==> config.mk <==
export PLATFORM = sky130hd
export DESIGN_NAME = trial_division_factorizer_top
export DESIGN_NICKNAME = d
export VERILOG_FILES = /design/src/rtl/tdf_pkg.sv /design/src/rtl/tdf_divider.sv /design/src/rtl/trial_division_factorizer_top.sv
export VERILOG_INCLUDE_DIRS = /design/src /design/src/rtl
export SDC_FILE = /design/constraint.sdc
export NUM_CORES = 1
export LEC_CHECK = 0
export BUFFER_PORTS_ARGS = -buffer_cell sky130_fd_sc_hd__buf_2
export CAP_MARGIN = 0
export CORE_UTILIZATION = 65
export DETAILED_ROUTE_END_ITERATION = 6
export HOLD_SLACK_MARGIN = 0.08
export PLACE_DENSITY = 0.84
export REMOVE_ABC_BUFFERS = 1
export SYNTH_ARGS = -nofsm -noshare
export SYNTH_HDL_FRONTEND = slang
export SYNTH_HIERARCHICAL = 1
export SYNTH_SLANG_ARGS = --single-unit
==> constraint.sdc <==
create_clock -name clock -period 8.35 [get_ports clock]
set_clock_uncertainty 0.2 [all_clocks]
set_input_delay 0.4175 -clock clock [delete_from_list [all_inputs] [get_ports clock]]
set_output_delay 0.4175 -clock clock [all_outputs]
set_load 0.005 [all_outputs]
==> src/rtl/trial_division_factorizer_top_assert.svh <==
// Assertion macros for the factorizer.
`ifndef TRIAL_DIVISION_FACTORIZER_TOP_ASSERT_SVH
`define TRIAL_DIVISION_FACTORIZER_TOP_ASSERT_SVH
`ifndef SYNTHESIS
`define TDF_ASSERT_IMPL(label, clk, rst, prop, msg) \
   label: assert property (@(posedge clk) disable iff (rst) prop) else $error(msg);
`define TDF_ASSERT_NEVER(label, clk, rst, cond, msg) \
   label: assert property (@(posedge clk) disable iff (rst) !(cond)) else $error(msg);
`else
`define TDF_ASSERT_IMPL(label, clk, rst, prop, msg)
`define TDF_ASSERT_NEVER(label, clk, rst, cond, msg)
`endif
`endif

==> src/rtl/tdf_pkg.sv <==
package tdf_pkg;
   localparam int VALUE_BITS_DEF = 32;
   localparam int FACTOR_W = 32;
   localparam int EXP_W = 5;
   localparam int MAX_RESULTS = 10;
   localparam int CNT_W = 4;

   typedef enum logic [3:0] {
      ST_IDLE,
      ST_CHECK,
      ST_DIV_START,
      ST_DIV_WAIT,
      ST_DIV_DONE,
      ST_EMIT,
      ST_TAIL,
      ST_WAIT_OUT
   } state_type;

   // divider handshake group
   typedef struct packed {
      logic busy;
      logic done;
   } div_stat_type;
endpackage

==> src/rtl/tdf_divider.sv <==
// Restoring divider, one quotient bit per cycle.
module tdf_divider #(
   parameter int W = tdf_pkg::VALUE_BITS_DEF
) (
   input  logic                 clock,
   input  logic                 reset,
   input  logic                 start,
   input  logic [W-1:0]         dividend,
   input  logic [W-1:0]         divisor,
   output logic [W-1:0]         quotient,
   output logic [W-1:0]         remainder,
   output tdf_pkg::div_stat_type stat
);
   localparam int CW = $clog2(W + 1);

   logic [W-1:0]  q_ff, q_in;
   logic [W-1:0]  r_ff, r_in;
   logic [W-1:0]  d_ff, d_in;
   logic [CW-1:0] cnt_ff, cnt_in;
   logic          busy_ff, busy_in;
   logic          done_ff, done_in;
   logic [W:0]    trial;
   logic [W:0]    diff;

   // one shift-subtract step
   always_comb begin
      trial = {r_ff, q_ff[W-1]};
      diff = trial - {1'b0, d_ff};
      q_in = q_ff;
      r_in = r_ff;
      d_in = d_ff;
      cnt_in = cnt_ff;
      busy_in = busy_ff;
      done_in = 1'b0;
      if (start) begin
         q_in = dividend;
         r_in = '0;
         d_in = divisor;
         cnt_in = CW'(W);
         busy_in = 1'b1;
      end else if (busy_ff) begin
         if (!diff[W]) begin
            r_in = diff[W-1:0];
            q_in = {q_ff[W-2:0], 1'b1};
         end else begin
            r_in = trial[W-1:0];
            q_in = {q_ff[W-2:0], 1'b0};
         end
         cnt_in = cnt_ff - 1'b1;
         if (cnt_ff == CW'(1)) begin
            busy_in = 1'b0;
            done_in = 1'b1;
         end
      end
   end

   always_ff @(posedge clock) begin
      q_ff <= q_in;
      r_ff <= r_in;
      d_ff <= d_in;
      cnt_ff <= cnt_in;
      if (reset) begin
         busy_ff <= 1'b0;
         done_ff <= 1'b0;
      end else begin
         busy_ff <= busy_in;
         done_ff <= done_in;
      end
   end

   assign quotient = q_ff;
   assign remainder = r_ff;
   assign stat.busy = busy_ff;
   assign stat.done = done_ff;
endmodule

==> src/rtl/trial_division_factorizer_top.sv <==
// Channel | Dir | Ports                                  | Beat when
// req     | in  | req_valid, req_stall, req_value        | req_valid && !req_stall
// rsp     | out | rsp_valid, rsp_stall, rsp_factor/...  | rsp_valid && !rsp_stall
// One item at a time; req_stall is high from acceptance until its run is delivered.
// Each trial division runs on the bit-serial divider; every candidate d costs one division,
// and each time d divides out costs one more. The quotient also gives the d <= m/d test,
// so an item takes about sqrt(|value|) divisions, plus one per factor.
// Reset is synchronous; it clears the sequencer and output valid.
// A stalled result holds the sequencer; nothing is lost.
`include "trial_division_factorizer_top_assert.svh"
module trial_division_factorizer_top #(
   parameter int VALUE_BITS = tdf_pkg::VALUE_BITS_DEF
) (
   input  logic                         clock,
   input  logic                         reset,
   input  logic                         req_valid,
   output logic                         req_stall,
   input  logic signed [31:0]           req_value,
   output logic                         rsp_valid,
   input  logic                         rsp_stall,
   output logic signed [31:0]           rsp_factor,
   output logic [tdf_pkg::EXP_W-1:0]    rsp_exponent,
   output logic                         rsp_last
);
   localparam int W = VALUE_BITS;
   localparam int FW = tdf_pkg::FACTOR_W;
   localparam int EW = tdf_pkg::EXP_W;
   localparam int CNTW = tdf_pkg::CNT_W;

   tdf_pkg::state_type state_ff, state_in;

   logic [W-1:0]    m_ff, m_in;
   logic [W-1:0]    d_ff, d_in;
   logic [EW-1:0]   e_ff, e_in;
   logic            dfound_ff, dfound_in;
   logic [CNTW-1:0] cnt_ff, cnt_in;
   logic            rv_ff, rv_in;
   logic [FW-1:0]   rf_ff, rf_in;
   logic [EW-1:0]   re_ff, re_in;
   logic            rl_ff, rl_in;
   logic [FW-1:0]   pf_ff, pf_in;
   logic [EW-1:0]   pe_ff, pe_in;
   logic            pv_ff, pv_in;
   logic            endrun_ff, endrun_in;
   logic [W-1:0]    vin, mag;
   logic            div_start;
   logic [W-1:0]    quo, rem;
   logic            in_idle;
   tdf_pkg::div_stat_type dstat;

   tdf_divider #(.W(W)) u_div (
      .clock(clock), .reset(reset), .start(div_start),
      .dividend(m_ff), .divisor(d_ff),
      .quotient(quo), .remainder(rem), .stat(dstat)
   );

   // input taken to VALUE_BITS, sign-extended
   always_comb begin
      vin = W'($signed(req_value));
      mag = vin[W-1] ? (~vin + 1'b1) : vin;
   end

   assign in_idle = (state_ff == tdf_pkg::ST_IDLE);

   // a result is pending (pv) until it moves to the output register
   logic out_free;
   logic push;
   assign out_free = !rv_ff || !rsp_stall;

   // next state
   always_comb begin
      state_in = state_ff;
      case (state_ff)
         tdf_pkg::ST_IDLE: if (req_valid && vin != '0) state_in = tdf_pkg::ST_CHECK;
         tdf_pkg::ST_CHECK: if (!pv_ff) state_in = (m_ff == W'(1)) ? tdf_pkg::ST_TAIL
                                                                   : tdf_pkg::ST_DIV_START;
         tdf_pkg::ST_DIV_START: state_in = tdf_pkg::ST_DIV_WAIT;
         tdf_pkg::ST_DIV_WAIT: if (dstat.done) state_in = tdf_pkg::ST_DIV_DONE;
         tdf_pkg::ST_DIV_DONE: begin
            // a fresh candidate above m/d ends the search
            if (!dfound_ff && quo < d_ff) state_in = tdf_pkg::ST_TAIL;
            else if (rem == '0) state_in = tdf_pkg::ST_DIV_START;
            else if (dfound_ff) state_in = tdf_pkg::ST_EMIT;
            else state_in = tdf_pkg::ST_DIV_START;
         end
         tdf_pkg::ST_EMIT: if (!pv_ff) state_in = tdf_pkg::ST_DIV_START;
         tdf_pkg::ST_TAIL: if (!pv_ff) state_in = tdf_pkg::ST_WAIT_OUT;
         tdf_pkg::ST_WAIT_OUT: if (!pv_ff && !rv_ff) state_in = tdf_pkg::ST_IDLE;
         default: state_in = tdf_pkg::ST_IDLE;
      endcase
   end

   // outputs and datapath
   always_comb begin
      m_in = m_ff; d_in = d_ff; e_in = e_ff; dfound_in = dfound_ff;
      cnt_in = cnt_ff;
      pf_in = pf_ff; pe_in = pe_ff; pv_in = pv_ff; endrun_in = endrun_ff;
      rv_in = rv_ff; rf_in = rf_ff; re_in = re_ff; rl_in = rl_ff;
      div_start = 1'b0;
      push = 1'b0;
      req_stall = !in_idle;

      // output register: drain, then load pending result
      if (rv_ff && !rsp_stall) rv_in = 1'b0;
      if (pv_ff && out_free) begin
         rv_in = 1'b1; rf_in = pf_ff; re_in = pe_ff; rl_in = endrun_ff;
         pv_in = 1'b0;
      end

      case (state_ff)
         tdf_pkg::ST_IDLE: begin
            cnt_in = '0;
            if (req_valid && vin != '0) begin
               m_in = mag; d_in = W'(2); e_in = '0; dfound_in = 1'b0;
               if (vin[W-1]) begin
                  pf_in = '1; pe_in = EW'(1); pv_in = 1'b1; endrun_in = 1'b0;
                  cnt_in = CNTW'(1);
               end
            end
         end
         tdf_pkg::ST_DIV_START: div_start = 1'b1;
         tdf_pkg::ST_DIV_DONE: begin
            if (!dfound_ff && quo < d_ff) begin
               // search over, m is left for the tail
            end else if (rem == '0) begin
               m_in = quo; e_in = e_ff + 1'b1; dfound_in = 1'b1;
            end else if (!dfound_ff) begin
               d_in = d_ff + 1'b1;
            end
         end
         tdf_pkg::ST_EMIT: if (!pv_ff) push = 1'b1;
         tdf_pkg::ST_TAIL: if (!pv_ff) push = 1'b1;
         default: ;
      endcase

      // queue a result; run limit caps the count
      if (push) begin
         if (state_ff == tdf_pkg::ST_EMIT) begin
            d_in = d_ff + 1'b1; e_in = '0; dfound_in = 1'b0;
            if (cnt_ff < CNTW'(tdf_pkg::MAX_RESULTS)) begin
               pf_in = FW'(d_ff); pe_in = e_ff; pv_in = 1'b1; cnt_in = cnt_ff + 1'b1;
               // nothing follows once m is fully divided out
               endrun_in = (cnt_ff == CNTW'(tdf_pkg::MAX_RESULTS - 1)) || (m_ff == W'(1));
            end
         end else begin
            if (cnt_ff < CNTW'(tdf_pkg::MAX_RESULTS) && m_ff > W'(1)) begin
               pf_in = FW'(m_ff); pe_in = EW'(1); pv_in = 1'b1; endrun_in = 1'b1;
               cnt_in = cnt_ff + 1'b1;
            end else if (cnt_ff < CNTW'(tdf_pkg::MAX_RESULTS) && m_ff == W'(1)
                         && d_ff == W'(2)) begin
               // unit input
               pf_in = FW'(1); pe_in = EW'(1); pv_in = 1'b1; endrun_in = 1'b1;
               cnt_in = cnt_ff + 1'b1;
            end
         end
      end
   end

   always_ff @(posedge clock) begin
      m_ff <= m_in; d_ff <= d_in; e_ff <= e_in; dfound_ff <= dfound_in;
      cnt_ff <= cnt_in;
      pf_ff <= pf_in; pe_ff <= pe_in; endrun_ff <= endrun_in;
      rf_ff <= rf_in; re_ff <= re_in; rl_ff <= rl_in;
      if (reset) begin
         state_ff <= tdf_pkg::ST_IDLE; rv_ff <= 1'b0; pv_ff <= 1'b0;
      end else begin
         state_ff <= state_in; rv_ff <= rv_in; pv_ff <= pv_in;
      end
   end

   assign rsp_valid = rv_ff;
   assign rsp_factor = rf_ff;
   assign rsp_exponent = re_ff;
   assign rsp_last = rl_ff;

   `TDF_ASSERT_NEVER(a_zero_exp, clock, reset, rsp_valid && rsp_exponent == '0, "zero exponent")
   `TDF_ASSERT_IMPL(a_idle_empty, clock, reset, in_idle |-> !pv_ff, "pending in idle")
   `TDF_ASSERT_NEVER(a_start_busy, clock, reset, div_start && dstat.busy, "divider restarted")
endmodule

# Yosys cells after proc, flatten, opt, wreduce, memory -nomap -nowiden

Index checks and enable logic that the tools add are counted.

Bits in registers: 260

$add $sub $neg: 6
Order comparisons: 3
Equality and inequality tests: 19
Multiplexer cells: 89
Bitwise gates (word level): 2
Reduce and logical (&&, ||, !) cells: 25

Operator list:

| operator                                                        | count |
|---|---|
| 2-to-1 mux 32 bit                                               | 21 |
| case mux 32 bit (2 select lines)                                | 2 |
| 2-to-1 mux 5 bit                                                | 13 |
| adder 32 x 1 -> 32 bit (second input constant)                  | 2 |
| 2-to-1 mux 4 bit                                                | 12 |
| 2-to-1 mux 1 bit                                                | 34 |
| subtractor 33 x 32 -> 33 bit                                    | 1 |
| == test 32 x 1 -> 1 bit (second input constant)                 | 1 |
| == test 32 x 2 -> 1 bit (second input constant)                 | 1 |
| greater-than comparator 32 x 1 -> 1 bit (second input constant) | 1 |
| logical NOT 32 bit                                              | 1 |
| less-than comparator 32 bit                                     | 1 |
| inverter 32 bit                                                 | 1 |
| case mux 4 bit (8 select lines)                                 | 1 |
| nonzero test 32 bit                                             | 1 |
| == test 4 x 3 -> 1 bit (second input constant)                  | 4 |
| 2-to-1 mux 3 bit                                                | 4 |
| != test 2 bit (second input constant)                           | 6 |
| case mux 5 bit (2 select lines)                                 | 1 |
| == test 4 x 2 -> 1 bit (second input constant)                  | 2 |
| logical AND 1 bit                                               | 8 |
| == test 6 x 1 -> 1 bit (second input constant)                  | 1 |
| AND reduction 6 bit                                             | 1 |
| nonzero test 2 bit                                              | 3 |
| 15 further kinds                                                | 21 |

# Logic depth before layout (Yosys ltp)

Depth after elaboration: 11
Depth in mapped cells: 13
Depth with buffers taken out: 12

# Modules after synthesis

The synthesis kept the hierarchy.

By module, submodules not included:

| module                        | times used | cells an instance | area an instance (µm²) |
|---|---|---|---|
| trial_division_factorizer_top | 1          | 864               | 7,990.2 |
| tdf_divider                   | 1          | 563               | 5,904.4 |

# Worst setup path before layout

OpenSTA, ideal clock, no wires.

Path kind: reg2reg
Start point: register d_ff[11] (netlist name)
End point: register m_ff[0] (enable)
Setup time: 466 ps
Data arrival time: 4,148 ps
Required time: 7,684 ps
Path slack: 3,536 ps
Stages on the path, launching flop included: 10
Cells stage by stage: dfxtp_1 -> clkbuf_1 -> inv_1 -> ha_1 -> nand2_1 -> nor4_1 -> o311ai_0 -> a21oi_1 -> o31ai_1 -> o21ai_0

RTL lines:

| item                   | line                                 | text |
|---|---|---|
| end signal: assignment | trial_division_factorizer_top.sv:160 | `m_ff <= m_in; d_ff <= d_in; e_ff <= e_in; dfound_ff <= dfound_in;` |
| end: declaration       | trial_division_factorizer_top.sv:32  | `logic [W-1:0] m_ff, m_in;` |

==> impl_metrics.ini <==
[clocking]
cts_tree = done
cts_root_buf = clkbuf_16
h-tree-depth = 1
clockBufferDepth = 3
post_cts.repair.setup_buffers = 0
cts_buffers = 28
clock-sinks = 259
clk_pin_slew_ns = 0.06
clkLatencyLatePin_ns = 0.55

[route]
num_vias = 11720
viasPerCell = 6.581
wl_per_cell_um = 19.97
antenna_left = 0
drt_iter0_markers = 1019
firstDrtPassIters = 7
wirelength_mm = 35.54
drcViolationCount = 0

[yosys]
syn_inst = 1426
ys_warn_count = 6
avgSynthCellArea_um2 = 9.738
synth_area_um2 = 13890

[worst_setup_path]
rr_startpoint = d_ff[23]
worstPathArrival_ns = 3.88
endpoint_kind = flop
crit_path_end = m_ff[28]
worstSetupStartpointType = flop
r2r_setup_slack_ns = 4.52
r2r-end = m_ff[28]
cp_max_fo = 32
critPathKind = reg2reg
crit_start = d_ff[23]
crit_required_ns = 8.40
r2r_cells = 9

[die]
die_area_um2 = 21950
start_util = 0.6627
die_h_um = 148.2
boundaryPins = 76
row_count = 53
coreArea_um2 = 20960
die_width_um = 148.2

[sta]
relSlewSlack = 0.07893
fin_crit_ns = 3.832
hold_viol = 0
finalCritPeriodShare = 0.4590
worst_pin_slew_ns = 1.382
setup_viol_count_final = 0
rsz0062_at_grt = false
slew_violations = 0
clock.fmax_ghz = 0.2609
whs_ns = 0.09817
setup-tns-final_ns = 0

[cells_and_area]
synthToLayoutAreaGrowth_pct = 11.30
drive_gt1_frac = 0.1276
multi_input_area_um2 = 6760
nNetsFinal = 1591
fillCellCount = 1505
regArea_um2 = 6528
stdcell_area_um2 = 15460
antenna_cells = 0

[placed_design]
gp_congestion = 0.9162
place.detailed.hpwl_mm = 23.71
port_buffers = 75
placed_area_um2 = 14390

[pwr]
vdd_ir_drop_max_mv = 0.2016
p_sw_frac = 0.3706
power_leakage_nw = 5.745
switching_power_mw = 1.895
p_per_area_nw_per_um2 = 330.9
seqPwrFrac = 0.397
pwr-share-comb = 0.359
p_int_mw = 3.219
p_clk_frac = 0.245
p_total_mw = 5.114

[status]
outcome = finished clean

[global_route]
grt_use_total = 0.3232
grt_pass1_wl_mm = 56.83
grt-ovfl-total = 0
antenna_found_initial = 0
grt_start_max_net_pins = 74
grt_pass1_vias = 11300

[hold_path]
min_path_type = in2reg

[flow_run]
drv_cap = 0
## layout make-up
class                           count  share of cell area
Timing Repair Buffer               99             0.03805
Multi-Input combinational cell   1014              0.4374
Clock buffer                       43             0.05391
Clock inverter                      9            0.006395
Sequential cell                   259              0.4223
Tap cell                          275             0.02226
Inverter                           81             0.01967
## power by group through the flow
stage / Sequential, mW / Clock (mW) / Combinational [mW]
after global placement: 2.02 / 0 / 1.72
final: 2.03 / 1.25 / 1.84
after CTS: 2.01 / 1.26 / 1.81
after detailed placement: 2.03 / 0 / 1.79
after floorplan: 1.91 / 0 / 1.42
after global routing: 2.06 / 1.31 / 2.02
## per-layer routing
layer | track usage | share of wire | vias to the layer above
li1 | - | - | 5441
met1 | 0.4199 | 0.40 | 5551
met2 | 0.5399 | 0.48 | 605
met3 | 0.04049 | 0.077 | 118
met4 | 0.1500 | 0.043 | 0
met5 | 0 | 0 | -
## worst min-delay path by stage
stage	slack [ns]	start	to	cells after the start
6_report	0.1	req_value[23]	m_ff[23]	3
3_5_place_dp	0.21	endrun_ff	rsp_last	0
2_1_floorplan	0.20	endrun_ff	rsp_last	0
3_3_place_gp	0.21	pf_ff[15]	rsp_factor[15]	0
5_1_grt	0.1	req_value[6]	m_ff[6]	3
4_1_cts	0.08	req_value[11]	m_ff[11]	3
## flip-flops by register name, indices dropped and copies added (netlist names), 3 cells and up
| signal | flops |
|---|---|
| u_div/quotient | 32 |
| u_div/cnt_ff | 6 |
| pe_ff | 5 |
| rsp_factor | 32 |
| rsp_exponent | 5 |
| state_ff | 3 |
| u_div/d_ff | 32 |
| e_ff | 5 |
| cnt_ff | 4 |
| d_ff | 32 |
| u_div/remainder | 32 |
| m_ff | 32 |
| pf_ff | 32 |
## critical path, cell delays in order (launching register included)
cell     delay [ns]
dfxtp_1        0.51
inv_1          0.12
ha_1           0.35
a41oi_1        0.17
o21ai_0        0.13
a221o_1        0.37
a211o_1        0.30
o31ai_1        0.98
o21ai_2        0.06
buf_4          0.31
## placed cells by master, fill, tap and decap left out, types with 31 or more instances in the layout
cell and instances:
inv_1 80, o22ai_1 32, ha_1 71, nand2_1 101
buf_2 75, o21ai_0 79, mux2_2 31, a21oi_1 90
nor2_1 139, dfxtp_1 124, edfxtp_1 134, xor2_1 38
## per-stage QoR
step | worst slack [ns] | utilization | instances
final | 4.518 | 0.7376 | 1780
after global routing | 4.300 | 0.7376 | 1780
after CTS | 4.603 | 0.7376 | 1780
after detailed placement | 4.635 | 0.6869 | 1715
after global placement | 4.707 | 0.6869 | 1715
after floorplan | 3.644 | - | 1354
## what timing repair did
action | 4_1_cts | 5_1_grt
gates resized for setup | 0 | 0
endpoints found under the hold margin | 20 | 0
hold buffers | 13 | 0
No activity file was read; power rests on OpenSTA's default activity.
